## src/hdl/control_error_protection_monitor_defines.svh

```systemverilog
// assertion macros for the control error protection monitor
// no dependencies; included by the monitor module, which carries assertions
`ifndef CONTROL_ERROR_PROTECTION_MONITOR_DEFINES_SVH
`define CONTROL_ERROR_PROTECTION_MONITOR_DEFINES_SVH

// same-cycle implication, disabled during reset
`define CEPM_ASSERT_SAME(label, clk, rst, ante, cons) \
   label: assert property (@(posedge clk) disable iff (rst) (ante) |-> (cons)) \
      else $error("cepm assertion failed");

// next-cycle implication, disabled during reset
`define CEPM_ASSERT_NEXT(label, clk, rst, ante, cons) \
   label: assert property (@(posedge clk) disable iff (rst) (ante) |=> (cons)) \
      else $error("cepm assertion failed");

`endif

```

## src/hdl/cepm_pkg.sv

```systemverilog
// shared types and constants of the control error protection monitor
// no dependencies
`timescale 1ns / 1ps
`default_nettype none

package cepm_pkg;

   localparam int COUNT_WIDTH_DEFAULT = 16;
   localparam int VALUE_WIDTH_DEFAULT = 32;

   localparam int LIMIT_WIDTH     = 16;
   localparam int TOL_WIDTH       = 31;
   localparam int CSR_DATA_WIDTH  = 31;
   localparam int CSR_INDEX_WIDTH = 2;

   // 100 percent scaled by one in Q16.16
   localparam int PCT_SCALE_WIDTH = 23;
   localparam logic [PCT_SCALE_WIDTH-1:0] PCT_SCALE = 23'd6553600;
   localparam int ONE_Q16 = 65536;

   localparam logic [LIMIT_WIDTH-1:0] GROWTH_LIMIT_RESET     = 16'd10;
   localparam logic [LIMIT_WIDTH-1:0] STAGNATION_LIMIT_RESET = 16'd10;
   localparam logic [TOL_WIDTH-1:0]   PERCENT_TOL_RESET      = 31'd327680;
   localparam logic [TOL_WIDTH-1:0]   ABSOLUTE_TOL_RESET     = 31'd32768;

   typedef enum logic [CSR_INDEX_WIDTH-1:0] {
      REG_GROWTH_LIMIT     = 2'd0,
      REG_STAGNATION_LIMIT = 2'd1,
      REG_PERCENT_TOL      = 2'd2,
      REG_ABSOLUTE_TOL     = 2'd3
   } reg_index_type;

   typedef enum logic [1:0] {
      MODE_INIT    = 2'd0,
      MODE_MONITOR = 2'd1,
      MODE_FAULT   = 2'd2,
      MODE_RESET   = 2'd3
   } mode_type;

endpackage

`default_nettype wire

```

## src/hdl/control_error_protection_monitor.sv

```systemverilog
// control error protection monitor: growth and tolerance run counters, fault mode
// depends on cepm_pkg and control_error_protection_monitor_defines.svh
//
//   channel  ports                                  direction
//   req      req_valid, req_stall, req_cmd, samples  in (one sample word)
//   rsp      rsp_valid, rsp_stall, status fields     out (one status word)
//   csr      csr_wen, csr_index, csr_wdata           in (write only)
//
// one word per cycle sustained while the result is not stalled; a result is registered
// after acceptance (input register, then the update logic into the result register)
// the tolerance compare uses one constant multiply and one 31 x ADJ_WIDTH multiply
// synchronous reset clears state, restores the register defaults, empties both stages
// a stalled result holds; the input register still takes one word behind it
`timescale 1ns / 1ps
`default_nettype none

`include "control_error_protection_monitor_defines.svh"

module control_error_protection_monitor #(
   parameter int COUNT_WIDTH = cepm_pkg::COUNT_WIDTH_DEFAULT,
   parameter int VALUE_WIDTH = cepm_pkg::VALUE_WIDTH_DEFAULT
) (
   input  wire logic                                   clock,
   input  wire logic                                   reset,

   input  wire logic                                   req_valid,
   output logic                                        req_stall,
   input  wire logic                                   req_cmd,
   input  wire logic signed [VALUE_WIDTH-1:0]          req_control_error,
   input  wire logic signed [VALUE_WIDTH-1:0]          req_target_level,
   input  wire logic signed [VALUE_WIDTH-1:0]          req_measured_level,

   output logic                                        rsp_valid,
   input  wire logic                                   rsp_stall,
   output logic                                        rsp_fault,
   output logic                                        rsp_growth_event,
   output logic                                        rsp_stagnation_event,
   output logic [1:0]                                  rsp_mode_now,

   input  wire logic                                   csr_wen,
   input  wire logic [cepm_pkg::CSR_INDEX_WIDTH-1:0]   csr_index,
   input  wire logic [cepm_pkg::CSR_DATA_WIDTH-1:0]    csr_wdata
);

   localparam int ERR_WIDTH  = VALUE_WIDTH + 1;
   localparam int ADJ_WIDTH  = (VALUE_WIDTH > 17) ? VALUE_WIDTH - 1 : 17;
   localparam int ABS_CMP_W  = (ERR_WIDTH > cepm_pkg::TOL_WIDTH) ? ERR_WIDTH
                                                                 : cepm_pkg::TOL_WIDTH;
   localparam int LHS_W      = ERR_WIDTH + cepm_pkg::PCT_SCALE_WIDTH;
   localparam int RHS_W      = cepm_pkg::TOL_WIDTH + ADJ_WIDTH;
   localparam int PROD_W     = (LHS_W > RHS_W) ? LHS_W : RHS_W;
   localparam int CNT_CMP_W  = (COUNT_WIDTH > cepm_pkg::LIMIT_WIDTH) ? COUNT_WIDTH
                                                                     : cepm_pkg::LIMIT_WIDTH;

   // configuration registers
   logic [cepm_pkg::LIMIT_WIDTH-1:0] growth_limit_ff;
   logic [cepm_pkg::LIMIT_WIDTH-1:0] stagnation_limit_ff;
   logic [cepm_pkg::TOL_WIDTH-1:0]   percent_tol_ff;
   logic [cepm_pkg::TOL_WIDTH-1:0]   absolute_tol_ff;

   // input stage
   logic                            in_valid_ff, in_valid_in;
   logic                            in_cmd_ff;
   logic signed [VALUE_WIDTH-1:0]   in_ce_ff;
   logic signed [VALUE_WIDTH-1:0]   in_sp_ff;
   logic signed [VALUE_WIDTH-1:0]   in_out_ff;

   // monitor state
   cepm_pkg::mode_type              mode_ff, mode_in;
   logic signed [VALUE_WIDTH-1:0]   prev_error_ff, prev_error_in;
   logic [COUNT_WIDTH-1:0]          growth_count_ff, growth_count_in;
   logic [COUNT_WIDTH-1:0]          stagnation_count_ff, stagnation_count_in;
   logic [1:0]                      event_flags_ff, event_flags_in;
   logic                            fault_in;

   // result stage
   logic                            rsp_valid_ff;
   logic                            rsp_fault_ff;
   logic [1:0]                      rsp_flags_ff;
   cepm_pkg::mode_type              rsp_mode_ff;

   logic                            advance;

   // datapath
   logic signed [ERR_WIDTH-1:0]     diff;
   logic [ERR_WIDTH-1:0]            err;
   logic                            over_abs;
   logic                            sp_small;
   logic [ADJ_WIDTH-1:0]            adj;
   logic [PROD_W-1:0]               lhs;
   logic [PROD_W-1:0]               rhs;
   logic                            over_rel;
   logic                            rising;
   logic [COUNT_WIDTH-1:0]          growth_inc;
   logic [COUNT_WIDTH-1:0]          stagnation_inc;

   assign advance     = in_valid_ff && (!rsp_valid_ff || !rsp_stall);
   assign req_stall   = in_valid_ff && !advance;
   assign in_valid_in = (req_valid && !req_stall) || (in_valid_ff && !advance);

   assign diff     = ERR_WIDTH'(in_sp_ff) - ERR_WIDTH'(in_out_ff);
   assign err      = diff[ERR_WIDTH-1] ? ERR_WIDTH'(-diff) : ERR_WIDTH'(diff);
   assign over_abs = ABS_CMP_W'(err) > ABS_CMP_W'(absolute_tol_ff);

   // adjusted setpoint: max(setpoint, 1.0)
   assign sp_small = in_sp_ff[VALUE_WIDTH-1] ||
                     (ADJ_WIDTH'(in_sp_ff[VALUE_WIDTH-2:0]) < ADJ_WIDTH'(cepm_pkg::ONE_Q16));
   assign adj      = sp_small ? ADJ_WIDTH'(cepm_pkg::ONE_Q16)
                              : ADJ_WIDTH'(in_sp_ff[VALUE_WIDTH-2:0]);

   assign lhs      = PROD_W'(err) * PROD_W'(cepm_pkg::PCT_SCALE);
   assign rhs      = PROD_W'(percent_tol_ff) * PROD_W'(adj);
   assign over_rel = lhs > rhs;

   assign rising   = in_ce_ff > prev_error_ff;

   assign growth_inc     = (growth_count_ff == '1) ? growth_count_ff
                                                   : growth_count_ff + COUNT_WIDTH'(1);
   assign stagnation_inc = (stagnation_count_ff == '1) ? stagnation_count_ff
                                                       : stagnation_count_ff + COUNT_WIDTH'(1);

   always_ff @(posedge clock) begin
      if (reset) begin
         growth_limit_ff     <= cepm_pkg::GROWTH_LIMIT_RESET;
         stagnation_limit_ff <= cepm_pkg::STAGNATION_LIMIT_RESET;
         percent_tol_ff      <= cepm_pkg::PERCENT_TOL_RESET;
         absolute_tol_ff     <= cepm_pkg::ABSOLUTE_TOL_RESET;
      end else if (csr_wen) begin
         unique case (cepm_pkg::reg_index_type'(csr_index))
            cepm_pkg::REG_GROWTH_LIMIT:
               growth_limit_ff <= csr_wdata[cepm_pkg::LIMIT_WIDTH-1:0];
            cepm_pkg::REG_STAGNATION_LIMIT:
               stagnation_limit_ff <= csr_wdata[cepm_pkg::LIMIT_WIDTH-1:0];
            cepm_pkg::REG_PERCENT_TOL:
               percent_tol_ff <= csr_wdata[cepm_pkg::TOL_WIDTH-1:0];
            cepm_pkg::REG_ABSOLUTE_TOL:
               absolute_tol_ff <= csr_wdata[cepm_pkg::TOL_WIDTH-1:0];
            default: ;
         endcase
      end
   end

   always_ff @(posedge clock) begin
      if (reset) begin
         in_valid_ff <= 1'b0;
      end else begin
         in_valid_ff <= in_valid_in;
      end
      if (req_valid && !req_stall) begin
         in_cmd_ff <= req_cmd;
         in_ce_ff  <= req_control_error;
         in_sp_ff  <= req_target_level;
         in_out_ff <= req_measured_level;
      end
   end

   always_ff @(posedge clock) begin
      if (reset) begin
         mode_ff             <= cepm_pkg::MODE_INIT;
         prev_error_ff       <= '0;
         growth_count_ff     <= '0;
         stagnation_count_ff <= '0;
         event_flags_ff      <= '0;
      end else if (advance) begin
         mode_ff             <= mode_in;
         prev_error_ff       <= prev_error_in;
         growth_count_ff     <= growth_count_in;
         stagnation_count_ff <= stagnation_count_in;
         event_flags_ff      <= event_flags_in;
      end
   end

   always_comb begin
      mode_in             = mode_ff;
      prev_error_in       = prev_error_ff;
      growth_count_in     = growth_count_ff;
      stagnation_count_in = stagnation_count_ff;
      event_flags_in      = event_flags_ff;
      fault_in            = 1'b0;
      if (in_cmd_ff) begin
         mode_in             = cepm_pkg::MODE_RESET;
         prev_error_in       = '0;
         growth_count_in     = '0;
         stagnation_count_in = '0;
      end else begin
         unique case (mode_ff)
            cepm_pkg::MODE_INIT: begin
               mode_in             = cepm_pkg::MODE_MONITOR;
               prev_error_in       = '0;
               growth_count_in     = '0;
               stagnation_count_in = '0;
            end
            cepm_pkg::MODE_MONITOR: begin
               prev_error_in   = in_ce_ff;
               growth_count_in = rising ? growth_inc : '0;
               if (over_abs) begin
                  stagnation_count_in = over_rel ? stagnation_inc : '0;
               end else begin
                  stagnation_count_in = '0;
                  growth_count_in     = '0;
               end
               // growth is checked first
               if (CNT_CMP_W'(growth_count_in) >= CNT_CMP_W'(growth_limit_ff)) begin
                  event_flags_in[0] = 1'b1;
                  fault_in          = 1'b1;
                  mode_in           = cepm_pkg::MODE_FAULT;
               end else if (CNT_CMP_W'(stagnation_count_in) >=
                            CNT_CMP_W'(stagnation_limit_ff)) begin
                  event_flags_in[1] = 1'b1;
                  fault_in          = 1'b1;
                  mode_in           = cepm_pkg::MODE_FAULT;
               end
            end
            cepm_pkg::MODE_FAULT: begin
               fault_in = 1'b1;
            end
            cepm_pkg::MODE_RESET: begin
               mode_in = cepm_pkg::MODE_INIT;
            end
            default: begin
               mode_in = cepm_pkg::MODE_INIT;
            end
         endcase
      end
   end

   always_ff @(posedge clock) begin
      if (reset) begin
         rsp_valid_ff <= 1'b0;
      end else if (advance) begin
         rsp_valid_ff <= 1'b1;
      end else if (!rsp_stall) begin
         rsp_valid_ff <= 1'b0;
      end
      if (advance) begin
         rsp_fault_ff <= fault_in;
         rsp_flags_ff <= event_flags_in;
         rsp_mode_ff  <= mode_in;
      end
   end

   assign rsp_valid            = rsp_valid_ff;
   assign rsp_fault            = rsp_fault_ff;
   assign rsp_growth_event     = rsp_flags_ff[0];
   assign rsp_stagnation_event = rsp_flags_ff[1];
   assign rsp_mode_now         = rsp_mode_ff;

   // fault is reported exactly when the word leaves in fault mode
   `CEPM_ASSERT_SAME(a_fault_mode, clock, reset, rsp_valid_ff,
      rsp_fault_ff == (rsp_mode_ff == cepm_pkg::MODE_FAULT))

   // event bits are sticky
   `CEPM_ASSERT_NEXT(a_growth_sticky, clock, reset, event_flags_ff[0], event_flags_ff[0])
   `CEPM_ASSERT_NEXT(a_stag_sticky, clock, reset, event_flags_ff[1], event_flags_ff[1])

   // run counts only live in monitor or fault mode
   `CEPM_ASSERT_SAME(a_count_mode, clock, reset,
      (growth_count_ff != '0) || (stagnation_count_ff != '0),
      (mode_ff == cepm_pkg::MODE_MONITOR) || (mode_ff == cepm_pkg::MODE_FAULT))

   // a word leaving the input register shows up as a result
   `CEPM_ASSERT_NEXT(a_advance_rsp, clock, reset, advance, rsp_valid_ff)

endmodule

`default_nettype wire
```

## config.mk

```make
export PLATFORM = sky130hd
export DESIGN_NAME = control_error_protection_monitor
export DESIGN_NICKNAME = d
export VERILOG_FILES = /design/src/hdl/cepm_pkg.sv /design/src/hdl/control_error_protection_monitor.sv
export VERILOG_INCLUDE_DIRS = /design/src /design/src/hdl
export SDC_FILE = /design/constraint.sdc
export NUM_CORES = 2
export LEC_CHECK = 0
export ABC_AREA = 0
export BUFFER_PORTS_ARGS = -buffer_cell sky130_fd_sc_hd__buf_4
export CELL_PAD_IN_SITES_DETAIL_PLACEMENT = 2
export CELL_PAD_IN_SITES_GLOBAL_PLACEMENT = 2
export CORE_MARGIN = 3
export CORE_UTILIZATION = 39
export CTS_CLUSTER_DIAMETER = 150
export DETAILED_ROUTE_END_ITERATION = 8
export GPL_TIMING_DRIVEN = 0
export PLACE_DENSITY = 0.81
export SLEW_MARGIN = 20
export SYNTH_ARGS = -nofsm -noshare
export SYNTH_HDL_FRONTEND = slang
export SYNTH_SLANG_ARGS = --single-unit
```

## constraint.sdc

```tcl
create_clock -name clock -period 40.1 [get_ports clock]
set_input_delay 2.005 -clock clock [delete_from_list [all_inputs] [get_ports clock]]
set_output_delay 2.005 -clock clock [all_outputs]
set_load 0.1 [all_outputs]
```

[After elaboration in Yosys (flattened, before gate mapping)]
Cells that the tools add are included.
Word-level totals
  register bits: 266
  bits of input ports: 135
  logic and storage cells: 89
Operators by class
  add/sub/neg operators: 4
  $mul: 2
  order comparisons: 6
  equal/unequal tests: 9
  multiplexer cells: 32
  reduce and logical (&&, ||, !) cells: 18
Operators by type and width (number)
  16-bit two-way mux: 12
  16-bit one-hot mux with 2 select lines: 2
  32-bit one-hot mux with 2 select lines: 1
  56-bit by 62-bit > comparator with 1-bit output: 1
  31-bit by 31-bit multiplier with 62-bit output: 1
  33-bit by 5-bit multiplier with 38-bit output (second input constant): 1
  33-bit by 31-bit > comparator with 1-bit output: 1
  33-bit two-way mux: 1
  33-bit negator: 1
  32-bit by 32-bit subtractor with 33-bit output: 1
  16-bit by 1-bit adder with 16-bit output (second input constant): 2
  16-bit == test (second input constant): 2
  16-bit greater-or-equal comparator: 2
  32-bit > comparator: 1
  32-bit two-way mux: 1
  31-bit by 17-bit less-than comparator with 1-bit output (second input constant): 1
  31-bit two-way mux: 1
  2-bit two-way mux: 5
  2-bit AND reduction: 5
  2-bit == test (second input constant): 4
  1-bit two-way mux: 7
  2-bit one-hot mux with 3 select lines: 1
  2-bit by 1-bit == test with 1-bit output (second input constant): 2
  1-bit zero test: 4
  6 further kinds: 11

[Depth between registers and ports, before layout]
  depth in word-level cells: 14
  gate-level depth with buffers: 62
  depth with buffers taken out: 57

[Least setup slack after synthesis]
Ideal clock, no wire load.
  path kind: reg-to-reg
  start: reg in_sp_ff[27]
  end: reg rsp_mode_ff[1], in the netlist rsp_mode_now[1] (data pin)
  arrival time: 13.722 ns
  required time: 39.837 ns
  path slack: 26.115 ns
  stages on the path, launching flop included: 57
  clock period less this slack: 13.985 ns
  path through: edfxtp_1 nor4_1 a41oi_1 clkbuf_1 clkbuf_1 clkbuf_1 and3_1 fa_1 fa_1 fa_1 inv_1 fa_1 inv_1 fa_1 ha_1 fa_1 inv_1 fa_1 (+21 left out) o211ai_1 nor4_1 nand2_1 clkbuf_1 or3_1 ha_1 nand2b_1 a21o_1 a21o_1 a21o_1 a21o_1 a21o_1 a211oi_1 o21ai_0 a211oi_1 nand2b_1 a31oi_1 o21ai_0
On the way
  longest elaborated chain between the ends: 14
  elaborated cells between the ends (all ways): 23
RTL lines
  start, declared: line control_error_protection_monitor.sv:65  | logic signed [VALUE_WIDTH-1:0] in_sp_ff;
  start signal, assigned: line control_error_protection_monitor.sv:152  | in_sp_ff <= req_target_level;
  32-bit by 32-bit subtractor with 33-bit output / 31-bit by 17-bit less-than comparator with 1-bit output (equally long branches): line control_error_protection_monitor.sv:101, control_error_protection_monitor.sv:107
  33-bit negator / 1-bit logical OR (equally long branches): line control_error_protection_monitor.sv:102, control_error_protection_monitor.sv:106
  33-bit two-way mux / 31-bit two-way mux (equally long branches): line control_error_protection_monitor.sv:102, control_error_protection_monitor.sv:108
  33-bit by 5-bit multiplier with 38-bit output / 31-bit by 31-bit multiplier with 62-bit output (equally long branches): line control_error_protection_monitor.sv:111, control_error_protection_monitor.sv:112
  56-bit by 62-bit > comparator with 1-bit output: line control_error_protection_monitor.sv:113  | assign over_rel = lhs > rhs;
  16-bit two-way mux: line control_error_protection_monitor.sv:197  | stagnation_count_in = over_rel ? stagnation_inc : '0;
  16-bit two-way mux: line control_error_protection_monitor.sv:196  | if (over_abs) begin
  16-bit two-way mux: line control_error_protection_monitor.sv:186  | unique case (mode_ff)
  16-bit two-way mux: line control_error_protection_monitor.sv:180  | if (in_cmd_ff) begin
  16-bit greater-or-equal comparator: line control_error_protection_monitor.sv:207  | end else if (CNT_CMP_W'(stagnation_count_in) >=
  2-bit two-way mux: line control_error_protection_monitor.sv:207
  2-bit two-way mux *: line control_error_protection_monitor.sv:203  | if (CNT_CMP_W'(growth_count_in) >= CNT_CMP_W'(growth_limit_ff)) begin
  2-bit one-hot mux with 3 select lines *: line control_error_protection_monitor.sv:186
  2-bit two-way mux *: line control_error_protection_monitor.sv:180
  net mode_in[1]: line control_error_protection_monitor.sv:69  | cepm_pkg::mode_type mode_ff, mode_in;
  end signal, assigned: line control_error_protection_monitor.sv:238  | rsp_mode_ff <= mode_in;
  end, declared: line control_error_protection_monitor.sv:80  | cepm_pkg::mode_type rsp_mode_ff;
The timed path passes the listed nets; every way through them passes the cells marked *. The select of a mux whose other input is x is not followed.
A chain may end at the register's enable or synchronous reset.

[Worst setup path after layout]
  start: reg in_sp_ff[26]
  end: reg rsp_mode_ff[1], in the netlist rsp_mode_now[1] (data pin)
Same word-level chain as after synthesis.

==> flow_summary.yaml <==
sta:
  tightest_slew_ps: 1319
  setup_tns_ps: 0
  grt_setup_unrepaired: "false"
  fmax_mhz: 49.05
  period_needed_ps: 20390
  min_period_over_period: 0.5084
  drv_slew: 0
  holdWs_ps: 458.1
  finClkSkew_ps: 76.69
  max-slew-margin-rel: 0.1209
  finalSetupViolCount: 0
  final_hold_viol_count: 0
setup_path:
  crit_slowest_cell: "edfxtp_1"
  path_delay_family: "compound AO/OA/AOI/OAI gates"
  endpoint_kind: "flop"
  cpMostUsedCell: "ha_1"
  slowest_delay_ps: 1150
  crit_type: "flop to flop"
  crit_arrival_ps: 20690
  crit_required_ps: 40400
  worst-path-buf-inv: 9
  crit_fanout: 11
  cp-start-kind: "flop"
clocking:
  root_buffer: "clkbuf_16"
  cts-hold-fix-buffers: 0
  cts_resized: 0
  clk_latency_ps: 640
  postCtsSetupBuffers: 0
  cts_buffers: 36
  cts_tree: "built"
  clkSinkCount: 266
  ctsLongestPathBuffers: 3
  clk_pin_slew_ps: 60
  ctsHtreeMaxLevel: 2
placed_design:
  dp_hpwl_um: 187600
  gp_congestion: 1.014
  io_buffers: 140
pwr:
  internal-power_uw: 1211
  p_sw_uw: 1282
  seqPwrFrac: 0.124
  p_sw_frac: 0.5142
  cellLeakagePower_uw: 0.02751
  power_frac_comb: 0.744
  peakVddDrop_mv: 0.04448
  p_clk_frac: 0.132
  p_per_area_nw_per_um2: 44.69
final_layout:
  nNetsFinal: 7600
  area_growth_pct: 8.895
  layout-drive-gt1-share: 0.04314
  n_fill_cell: 14500
global_routing:
  gr-usage-all-layers: 0.3278
  grt_max_degree: 30
  grt_pass1_vias: 51320
  grt_pass1_wl_um: 331700
  antenna_found_initial: 27
  globalRoute.totalOverflow: 0
run:
  max_cap_violations: 0
die:
  core_area_um2: 130000
  dieWidth_um: 368.4
  ios: 142
  die_h_um: 368.4
  std_cell_rows: 132
  start_util: 0.3940
  die-area_um2: 135700
synthesis:
  ys_warn_count: 0
  synth_top_area_frac: 0.3385
  synth_seq_cells: 266
  synth.distinct_cells: 90
  async_flop_share: 0
  synth_most_common_cell: "inv_1"
  syn_area_per_cell_um2: 8.700
  synth_edf_count: 102
  synthFlopType: "dfxtp_1"
  yosysTopAreaCell: "fa_1"
  synthCells: 5887
  synth_commonest_cells: "inv_1 (1132), fa_1 (866), nand2_1 (834), ha_1 (530), and3_1 (410)"
  synth.area.top_cells: "fa_1 (34%), ha_1 (13%), inv_1 (8.3%), dfxtp_1 (6.4%), nand2_1 (6.1%)"
  syn_area_um2: 51220
  synth_fp_nets: 7418
  synth-seq-area-share: 0.1239
detailed_routing:
  vias: 45020
  drt_iter0_drc: 3203
  drc_errors: 0
  ant_nets: 0
  wl_per_cell_um: 28.31
  drt_wl_total_um: 222400
  drtPass1Iterations: 5
  vias_per_cell: 5.732
hold_path:
  hold_path.class: "flop to flop"
outcome:
  outcome: "complete, no violations"
==> worst reg2reg max path, delay by kind of cell (launching register included) <==
family,cells,cell delay [ps]
AO/OA/AOI/OAI,20,6630
XOR/XNOR,1,170
buffers and inverters,9,2400
flip-flops,1,1150
adder cells (fa/ha/maj),11,4290
AND/OR/NAND/NOR,16,5470
==> flip-flops by register name (all words and copies together) (netlist names), 16 cells and up <==
register / count
growth_count_ff: 16
in_sp_ff: 32
prev_error_ff: 32
absolute_tol_ff: 31
in_out_ff: 32
growth_limit_ff: 16
in_ce_ff: 32
percent_tol_ff: 31
stagnation_limit_ff: 16
stagnation_count_ff: 16
==> per-stage QoR <==
stage / area (um^2) / util / instances / total power (uW) / setup WS [ps]
after floorplan: 51220 / - / 5887 / 1590 / 26120
after global placement: 54450 / 0.4189 / 7769 / 2055 / 19770
after detailed placement: 54560 / 0.4198 / 7773 / 2157 / 19930
after CTS: 55730 / 0.4287 / 7839 / 2511 / 19770
after global routing: 55750 / 0.4289 / 7843 / 2756 / 19130
final: 55770 / 0.4291 / 7854 / 2493 / 19710
==> layer usage <==
metal / up-vias / GRT usage / wire length, um
li1: 19160 / - / -
met1: 23660 / 0.4013 / 86510
met2: 1668 / 0.5657 / 107900
met3: 524 / 0.05687 / 16440
met4: 8 / 0.1435 / 11410
met5: - / 0 / 48
==> final timing paths <==
| kind | from | endpoint | slack (ps) | cells past startpoint |
|---|---|---|---|---|
| max | in_sp_ff[26] | rsp_mode_now[1] | 19710 | 57 |
| max reg2reg | in_sp_ff[26] | rsp_mode_now[1] | 19710 | 57 |
| min reg2reg | stagnation_limit_ff[2] | stagnation_limit_ff[2] | 460 | 2 |
| min | stagnation_limit_ff[2] | stagnation_limit_ff[2] | 460 | 2 |
==> cells in the final DEF (no fill, tap or decap), types with 26 or more instances in the layout <==
master,n
dfxtp_1,164
a22oi_1,36
a21oi_1,270
edfxtp_1,102
nor2_1,178
o21a_1,26
and3_1,410
and2_1,125
inv_1,1132
ha_1,530
nand4_1,45
nand3_1,57
clkbuf_1,305
buf_4,142
nand2_1,834
nor2b_1,32
xnor2_1,85
nor3_1,50
o21ai_0,105
xor2_1,58
clkbuf_16,36
nand2b_1,36
fa_1,866
a21o_1,86
==> area by class of cell <==
class | instances | area (um^2) | share of cell area
multi-input combinational | 4174 | 39450 | 0.7073
sequential | 266 | 6346 | 0.1138
inverter | 1132 | 4249 | 0.07618
tap | 1742 | 2180 | 0.03908
buffer | 315 | 1207 | 0.02165
timing repair buffer | 144 | 1139 | 0.02041
clock buffer | 52 | 1021 | 0.01831
clock inverter | 14 | 143.9 | 0.002580
antenna | 15 | 37.54 | 0.0006730
==> power by group through the flow <==
stage	Sequential (uW)	Combinational, uW	Clock, uW
floorplan	304	1290	0
CTS	308	1870	337
finish	309	1850	329
global route	309	2100	348
detailed placement	314	1840	0
global placement	315	1740	0
==> logic make-up after synthesis <==
kind of cell    after synthesis  synth area share
simple gates               1874            0.1796
buf+inv                    1447            0.1065
fa+ha+maj                  1396            0.4680
compound gates              752           0.09581
flops                       266            0.1239
xor+xnor                    143           0.02445
mux                           9          0.001857
(Power assumes the default switching activity.)
